===== config.mk =====
export PLATFORM = sky130hd
export DESIGN_NAME = strobe_and_enable_pulse_sequencer_unit
export DESIGN_NICKNAME = d
export VERILOG_FILES = /design/src/hw/rtl/sps_pkg.sv /design/src/hw/rtl/sps_tick_logic.sv /design/src/hw/rtl/strobe_and_enable_pulse_sequencer_unit.sv
export SDC_FILE = /design/constraint.sdc
export NUM_CORES = 1
export LEC_CHECK = 0
export BUFFER_PORTS_ARGS = -buffer_cell sky130_fd_sc_hd__buf_2
export CAP_MARGIN = 10
export CORE_UTILIZATION = 45
export CTS_CLUSTER_DIAMETER = 60
export DETAILED_ROUTE_END_ITERATION = 8
export PLACE_DENSITY = 0.66
export SLEW_MARGIN = 20
export SYNTH_ARGS = -nofsm -noshare
export SYNTH_HDL_FRONTEND = slang
export SYNTH_SLANG_ARGS = --single-unit
export TNS_END_PERCENT = 10

===== constraint.sdc =====
create_clock -name aclk -period 6.5 [get_ports aclk]
set_input_delay 1.625 -clock aclk [delete_from_list [all_inputs] [get_ports aclk]]
set_output_delay 1.625 -clock aclk [all_outputs]
set_load 0.02 [all_outputs]

===== src/hw/rtl/sps_pkg.sv =====
// ----------------------------------------------------------------------------
// sps_pkg
// Shared types and constants for the strobe and enable pulse sequencer.
// ----------------------------------------------------------------------------
`default_nettype none

package sps_pkg;

    localparam int unsigned REG_W      = 8;
    localparam int unsigned CNT_W      = 9;
    localparam int unsigned SEND_W     = 5;
    localparam int unsigned CFG_IDX_W  = 3;
    localparam int unsigned IN_DATA_W  = 8;
    localparam int unsigned OUT_DATA_W = 8;

    localparam logic [REG_W-1:0]  ENDLESS_LIMIT = 8'd251;
    localparam logic [SEND_W-1:0] SEND_EVERY    = 5'd30;

    // Register indexes on the configuration port.
    localparam logic [CFG_IDX_W-1:0] REG_PRESCALE_TICKS    = 3'd0;
    localparam logic [CFG_IDX_W-1:0] REG_PERIOD_STEPS      = 3'd1;
    localparam logic [CFG_IDX_W-1:0] REG_STROBE_END_STEP   = 3'd2;
    localparam logic [CFG_IDX_W-1:0] REG_ENABLE_START_STEP = 3'd3;
    localparam logic [CFG_IDX_W-1:0] REG_ENABLE_LENGTH     = 3'd4;
    localparam logic [CFG_IDX_W-1:0] REG_SAMPLE_INTERVAL   = 3'd5;
    localparam logic [CFG_IDX_W-1:0] REG_PERIOD_LIMIT      = 3'd6;

    // Register values after reset.
    localparam logic [REG_W-1:0] RST_PRESCALE_TICKS    = 8'h30;
    localparam logic [REG_W-1:0] RST_PERIOD_STEPS      = 8'hF8;
    localparam logic [REG_W-1:0] RST_STROBE_END_STEP   = 8'h01;
    localparam logic [REG_W-1:0] RST_ENABLE_START_STEP = 8'h0A;
    localparam logic [REG_W-1:0] RST_ENABLE_LENGTH     = 8'h04;
    localparam logic [REG_W-1:0] RST_SAMPLE_INTERVAL   = 8'hFA;
    localparam logic [REG_W-1:0] RST_PERIOD_LIMIT      = ENDLESS_LIMIT;

    typedef struct packed {
        logic [REG_W-1:0] prescale_ticks;
        logic [REG_W-1:0] period_steps;
        logic [REG_W-1:0] strobe_end_step;
        logic [REG_W-1:0] enable_start_step;
        logic [REG_W-1:0] enable_length;
        logic [REG_W-1:0] sample_interval;
        logic [REG_W-1:0] period_limit;
    } sps_cfg_t;

    typedef struct packed {
        logic [CNT_W-1:0]  prescale_count;
        logic [CNT_W-1:0]  step_count;
        logic [REG_W-1:0]  periods_done;
        logic [CNT_W-1:0]  sample_count;
        logic [SEND_W-1:0] send_count;
        logic              strobe_level;
        logic              enable_level;
    } sps_state_t;

    typedef struct packed {
        logic running;
        logic send_now;
        logic sample_now;
        logic enable;
        logic strobe_res;
    } sps_result_t;

endpackage

`default_nettype wire


===== src/hw/rtl/sps_tick_logic.sv =====
// ----------------------------------------------------------------------------
// sps_tick_logic
// Next-state and result logic for one tick of the pulse sequencer.
// ----------------------------------------------------------------------------
`default_nettype none

module sps_tick_logic import sps_pkg::*; (
    input  wire sps_cfg_t    cfg,
    input  wire sps_state_t  state_cur,
    input  wire logic        restart,
    output sps_state_t       state_next,
    output sps_result_t      result
);

    logic [CNT_W-1:0] enable_end;

    // The end step is formed at full width so that it never wraps.
    assign enable_end = {1'b0, cfg.enable_start_step} + {1'b0, cfg.enable_length};

    always_comb begin
        sps_state_t s;
        sps_result_t r;
        s = state_cur;
        r = '0;

        if (restart) begin
            s.prescale_count = '0;
            s.step_count     = '0;
            s.periods_done   = '0;
            s.sample_count   = '0;
            s.strobe_level   = 1'b0;
            s.enable_level   = 1'b0;
        end

        if (s.periods_done < cfg.period_limit) begin
            r.running = 1'b1;
            if (s.sample_count >= {1'b0, cfg.sample_interval}) begin
                s.sample_count = '0;
                r.sample_now   = 1'b1;
                if (s.send_count >= SEND_EVERY) begin
                    s.send_count = '0;
                    r.send_now   = 1'b1;
                end
                s.send_count = s.send_count + 1'b1;
            end
            s.sample_count = s.sample_count + 1'b1;

            if (s.prescale_count >= {1'b0, cfg.prescale_ticks}) begin
                s.prescale_count = '0;
                // A prescaler step adds a second count to the sample counter.
                s.sample_count   = s.sample_count + 1'b1;
                if (s.step_count >= {1'b0, cfg.period_steps}) begin
                    s.step_count   = '0;
                    s.strobe_level = 1'b1;
                    s.enable_level = 1'b0;
                    if (cfg.period_limit != ENDLESS_LIMIT) begin
                        s.periods_done = s.periods_done + 1'b1;
                    end
                end
                // Later matches override earlier ones on the same step.
                if (s.step_count == {1'b0, cfg.strobe_end_step}) begin
                    s.strobe_level = 1'b0;
                end
                if (s.step_count == {1'b0, cfg.enable_start_step}) begin
                    s.enable_level = 1'b1;
                end
                if (s.step_count == enable_end) begin
                    s.enable_level = 1'b0;
                end
                s.step_count = s.step_count + 1'b1;
            end
            s.prescale_count = s.prescale_count + 1'b1;
        end

        r.strobe_res = s.strobe_level;
        r.enable     = s.enable_level;

        state_next = s;
        result     = r;
    end

endmodule

`default_nettype wire


===== src/hw/rtl/strobe_and_enable_pulse_sequencer_unit.sv =====
// ----------------------------------------------------------------------------
// strobe_and_enable_pulse_sequencer_unit
// Tick-driven strobe, enable, sample and send pulse sequencer.
// ----------------------------------------------------------------------------
// Each input word is one tick; bit 0 of s_tdata is a restart that clears the run
// counters other than the send counter, and both output levels, before the tick
// is processed. Every accepted tick gives exactly one result word, registered and
// valid from the next cycle, and a new tick is taken every clock cycle as long as
// the result register is empty or is being emptied in the same cycle. All counter
// updates sit in one combinational step between the state registers and the
// result register. Configuration registers may be rewritten at any time when no
// tick is in flight; the counters keep their values across such writes.
`default_nettype none

module strobe_and_enable_pulse_sequencer_unit import sps_pkg::*; (
    input  wire logic                  aclk,
    input  wire logic                  aresetn,
    // Configuration write port.
    input  wire logic                  cfg_we,
    input  wire logic [CFG_IDX_W-1:0]  cfg_index,
    input  wire logic [REG_W-1:0]      cfg_data,
    // Tick input.
    input  wire logic                  s_tvalid,
    output logic                       s_tready,
    input  wire logic [IN_DATA_W-1:0]  s_tdata,   // [0] restart, [7:1] zero
    // Result output.
    output logic                       m_tvalid,
    input  wire logic                  m_tready,
    output logic [OUT_DATA_W-1:0]      m_tdata    // [0] strobe_res, [1] enable,
                                                  // [2] sample_now, [3] send_now,
                                                  // [4] running, [7:5] zero
);

    sps_cfg_t    cfg_reg;
    sps_state_t  state_reg;
    sps_state_t  state_next;
    sps_result_t result_next;
    sps_result_t result_reg;
    logic        out_valid_reg;
    logic        accept;

    assign s_tready = !out_valid_reg || m_tready;
    assign accept   = s_tvalid && s_tready;

    sps_tick_logic u_tick (
        .cfg        (cfg_reg),
        .state_cur  (state_reg),
        .restart    (s_tdata[0]),
        .state_next (state_next),
        .result     (result_next)
    );

    always_ff @(posedge aclk) begin
        if (!aresetn) begin
            cfg_reg.prescale_ticks    <= RST_PRESCALE_TICKS;
            cfg_reg.period_steps      <= RST_PERIOD_STEPS;
            cfg_reg.strobe_end_step   <= RST_STROBE_END_STEP;
            cfg_reg.enable_start_step <= RST_ENABLE_START_STEP;
            cfg_reg.enable_length     <= RST_ENABLE_LENGTH;
            cfg_reg.sample_interval   <= RST_SAMPLE_INTERVAL;
            cfg_reg.period_limit      <= RST_PERIOD_LIMIT;
        end else if (cfg_we) begin
            unique case (cfg_index)
                REG_PRESCALE_TICKS:    cfg_reg.prescale_ticks    <= cfg_data;
                REG_PERIOD_STEPS:      cfg_reg.period_steps      <= cfg_data;
                REG_STROBE_END_STEP:   cfg_reg.strobe_end_step   <= cfg_data;
                REG_ENABLE_START_STEP: cfg_reg.enable_start_step <= cfg_data;
                REG_ENABLE_LENGTH:     cfg_reg.enable_length     <= cfg_data;
                REG_SAMPLE_INTERVAL:   cfg_reg.sample_interval   <= cfg_data;
                REG_PERIOD_LIMIT:      cfg_reg.period_limit      <= cfg_data;
                default: begin
                end
            endcase
        end
    end

    always_ff @(posedge aclk) begin
        if (!aresetn) begin
            state_reg     <= '0;
            out_valid_reg <= 1'b0;
        end else begin
            if (accept) begin
                state_reg     <= state_next;
                out_valid_reg <= 1'b1;
            end else if (m_tready) begin
                out_valid_reg <= 1'b0;
            end
        end
    end

    always_ff @(posedge aclk) begin
        if (accept) begin
            result_reg <= result_next;
        end
    end

    assign m_tvalid = out_valid_reg;
    assign m_tdata  = {{(OUT_DATA_W - 5){1'b0}}, result_reg.running, result_reg.send_now,
                       result_reg.sample_now, result_reg.enable, result_reg.strobe_res};

endmodule

`default_nettype wire

==> out/metrics.yaml <==
run_status: "complete, no violations"
via_per_inst: 5.82
finClkSkew_ns: 0.00763
tightest_slew_ns: 1.01
synth-main-ff-cell: "dfxtp_1"
layout_commonest_cell: "nand2_1"
numCtsBuffers: 9
synth_edf_count: 5
critPathKind: "in2reg"
first_global_vias: 5760
grt_pass1_wl_um: 29700
required_ns: 6.75
drcViolationCount: 0
clockBufferDepth: 2
cp.depth: 17
routedWlPerCell_um: 17.0
grt_max_degree: 68
peakVddDrop_mv: 0.109
detailed_place_hpwl_um: 12400
portBuffers: 23
finalWorstPathRequiredPeriod_ns: 5.16
yosys_warnings: 0
first_pass_iters: 5
crit_chain: "buf_2, nor2b_1, inv_1, ha_1, nand2b_1, a21o_1, a21oi_1, o211ai_1, buf_4, nor2_1, ha_1, nand3_1, xor2_1, nor4_1, o211ai_1, xnor2_1, o41ai_1"
start_util_pct: 46.0
num_vias: 6096
drt-initial-drc-count: 566
async_flop_share_pct: 0
finalWirelength_um: 17800
ctsResizeCount: 0
max_clock_freq_mhz: 194
ant_nets: 0
core_sq_um: 14500
ys_seq_area_share_pct: 32.0
ys_ff_latch: 104
clkTransAtPathRegs_ns: 0.08
root_buffer: "clkbuf_16"
critPathTopFamily: "simple AND/OR/NAND/NOR gates"
hold_depth: 2
min_path_type: "reg2reg"
finalInstanceArea_sq_um: 7160
drv_cap: 0
syn_area_sq_um: 6660
final_nets: 929
grt_usage_pct: 25.2
grt-ovfl-total: 0
synth.distinct_cells: 78
die_w_um: 124
timing.slew.headroom_pct: 31.8
cts-hold-fix-buffers: 0
row_count: 44
antenna_cells: 0
die-area_sq_um: 15300
synthCells: 860
cellPowerDensity_nw_per_um2: 187
avgSynthCellArea_sq_um: 7.74
critPathSlowestCell: "nor2b_1"
finalCritPeriodShare_pct: 79.5
p_leak_uw: 0.00293
r2r_setup_slack_ns: 2.47
placed_area_sq_um: 6860
clock-sinks: 104
cp-end-kind: "flop"
io_pins: 34
place.gp.congestion: 0.840
layout_common_cells: "nand2_1 (141), dfxtp_1 (99), a21oi_1 (77), nor2_1 (56), ha_1 (46)"
dieHeight_um: 124
arrival_ns: 5.42
cpPeakStageDelay_ns: 0.46
clock_latency_ns: 0.36
start_kind: "input pin"
setup_viol: 0
h-tree-depth: 3
largest_reg_flops: 56
r2r_cells: 16
path_buf_inv: 3
drive_gt1_share_pct: 8.11
slew_viol_final: 0
hold_viol: 0
crit_path_max_fanout: 17
finalSetupTns_ns: 0
cts_tree: "yes"
antenna_found_initial: 0
post_cts_buffers: 0
grt_setup_unrepaired: "false"
area_delta_synth_final_pct: 7.54
[layer usage]
| metal | vias up | GRT usage [%] | part of all wire, % | wire [um] |
|---|---|---|---|---|
| met1 | 2858 | 35.9 | 49 | 8630 |
| li1 | 3058 | - | - | - |
| met5 | - | 0 | 0 | 0 |
| met2 | 157 | 38.7 | 44 | 7790 |
| met4 | 0 | 8.73 | 2.1 | 376 |
| met3 | 23 | 3.71 | 5.5 | 971 |
[cells by family (layout without fill, tap and decap cells)]
logic type                 after synthesis  in the layout  share of synthesized area, %
AOI/OAI and AO/OA                      226            226                          22.8
xor gates and xnor gates                31             31                          4.08
adders and majority gates               47             47                          8.95
buffers and inverters                   96             97                          5.94
DFF                                    104            104                          32.0
muxes                                    2              2                         0.301
other                                    1              3                        0.0563
and+or+nand+nor                        353            353                          25.9
[report_power, final]
group	switching, uW	internal, uW	leakage (uW)	total, uW
logic	85.7	36.0	0.00194	122
registers	8.32	654	0.000849	663
clock network	263	288	0.000136	551
total	357	978	0.00293	1340
[cell usage after synthesis (10+ instances only)]
master,n,area [sq um]
a21oi_1,77,385
a31oi_1,11,68.8
clkbuf_1,30,113
dfxtp_1,99,1980
ha_1,46,576
inv_1,46,173
nand2_1,141,529
nand3_1,33,165
nand4_1,15,93.8
nor2_1,56,210
nor2b_1,31,194
nor3_1,16,80.1
o211ai_1,29,218
o21ai_0,26,130
xnor2_1,21,184
xor2_1,10,87.6
[path summary, 6_finish.rpt]
path                   end         start
max          state_reg[14]    s_tdata[0]
min            cfg_reg[49]   cfg_reg[49]
max reg2reg  state_reg[14]  state_reg[7]
min reg2reg    cfg_reg[49]   cfg_reg[49]
[stage by stage]
| stage | setup slack (ns) | power [uW] | hold slack, ns | util [%] | instances |
|---|---|---|---|---|---|
| after detailed placement | 1.03 | 798 | 0.448 | 47.4 | 1031 |
| after global routing | 0.997 | 1390 | 0.487 | 49.4 | 1047 |
| after global placement | 1.13 | 797 | 0.444 | 47.4 | 1031 |
| after CTS | 1.38 | 1350 | 0.459 | 49.4 | 1047 |
| after floorplan | 1.36 | 758 | 0.436 | - | 862 |
| final | 1.34 | 1340 | 0.458 | 49.4 | 1047 |
[final cells by class]
class / count / area, sq um
Tap cell: 184 / 230
Fill cell: 1427 / 7320
Sequential cell: 104 / 2130
Multi-Input combinational cell: 662 / 4140
Inverter: 49 / 184
Clock inverter: 4 / 35.0
Timing Repair Buffer: 32 / 183
Clock buffer: 12 / 258
[worst reg2reg max path, delay by kind of cell, from the launching register on]
family / cells / cell delay (ns)
and+or+nand+nor: 5 / 1.19
buffers and inverters: 2 / 0.39
DFF: 1 / 0.37
adders and majority gates: 2 / 0.67
AOI/OAI and AO/OA: 5 / 0.93
xor gates and xnor gates: 2 / 0.37
No activity file was read; power rests on OpenSTA's default activity.
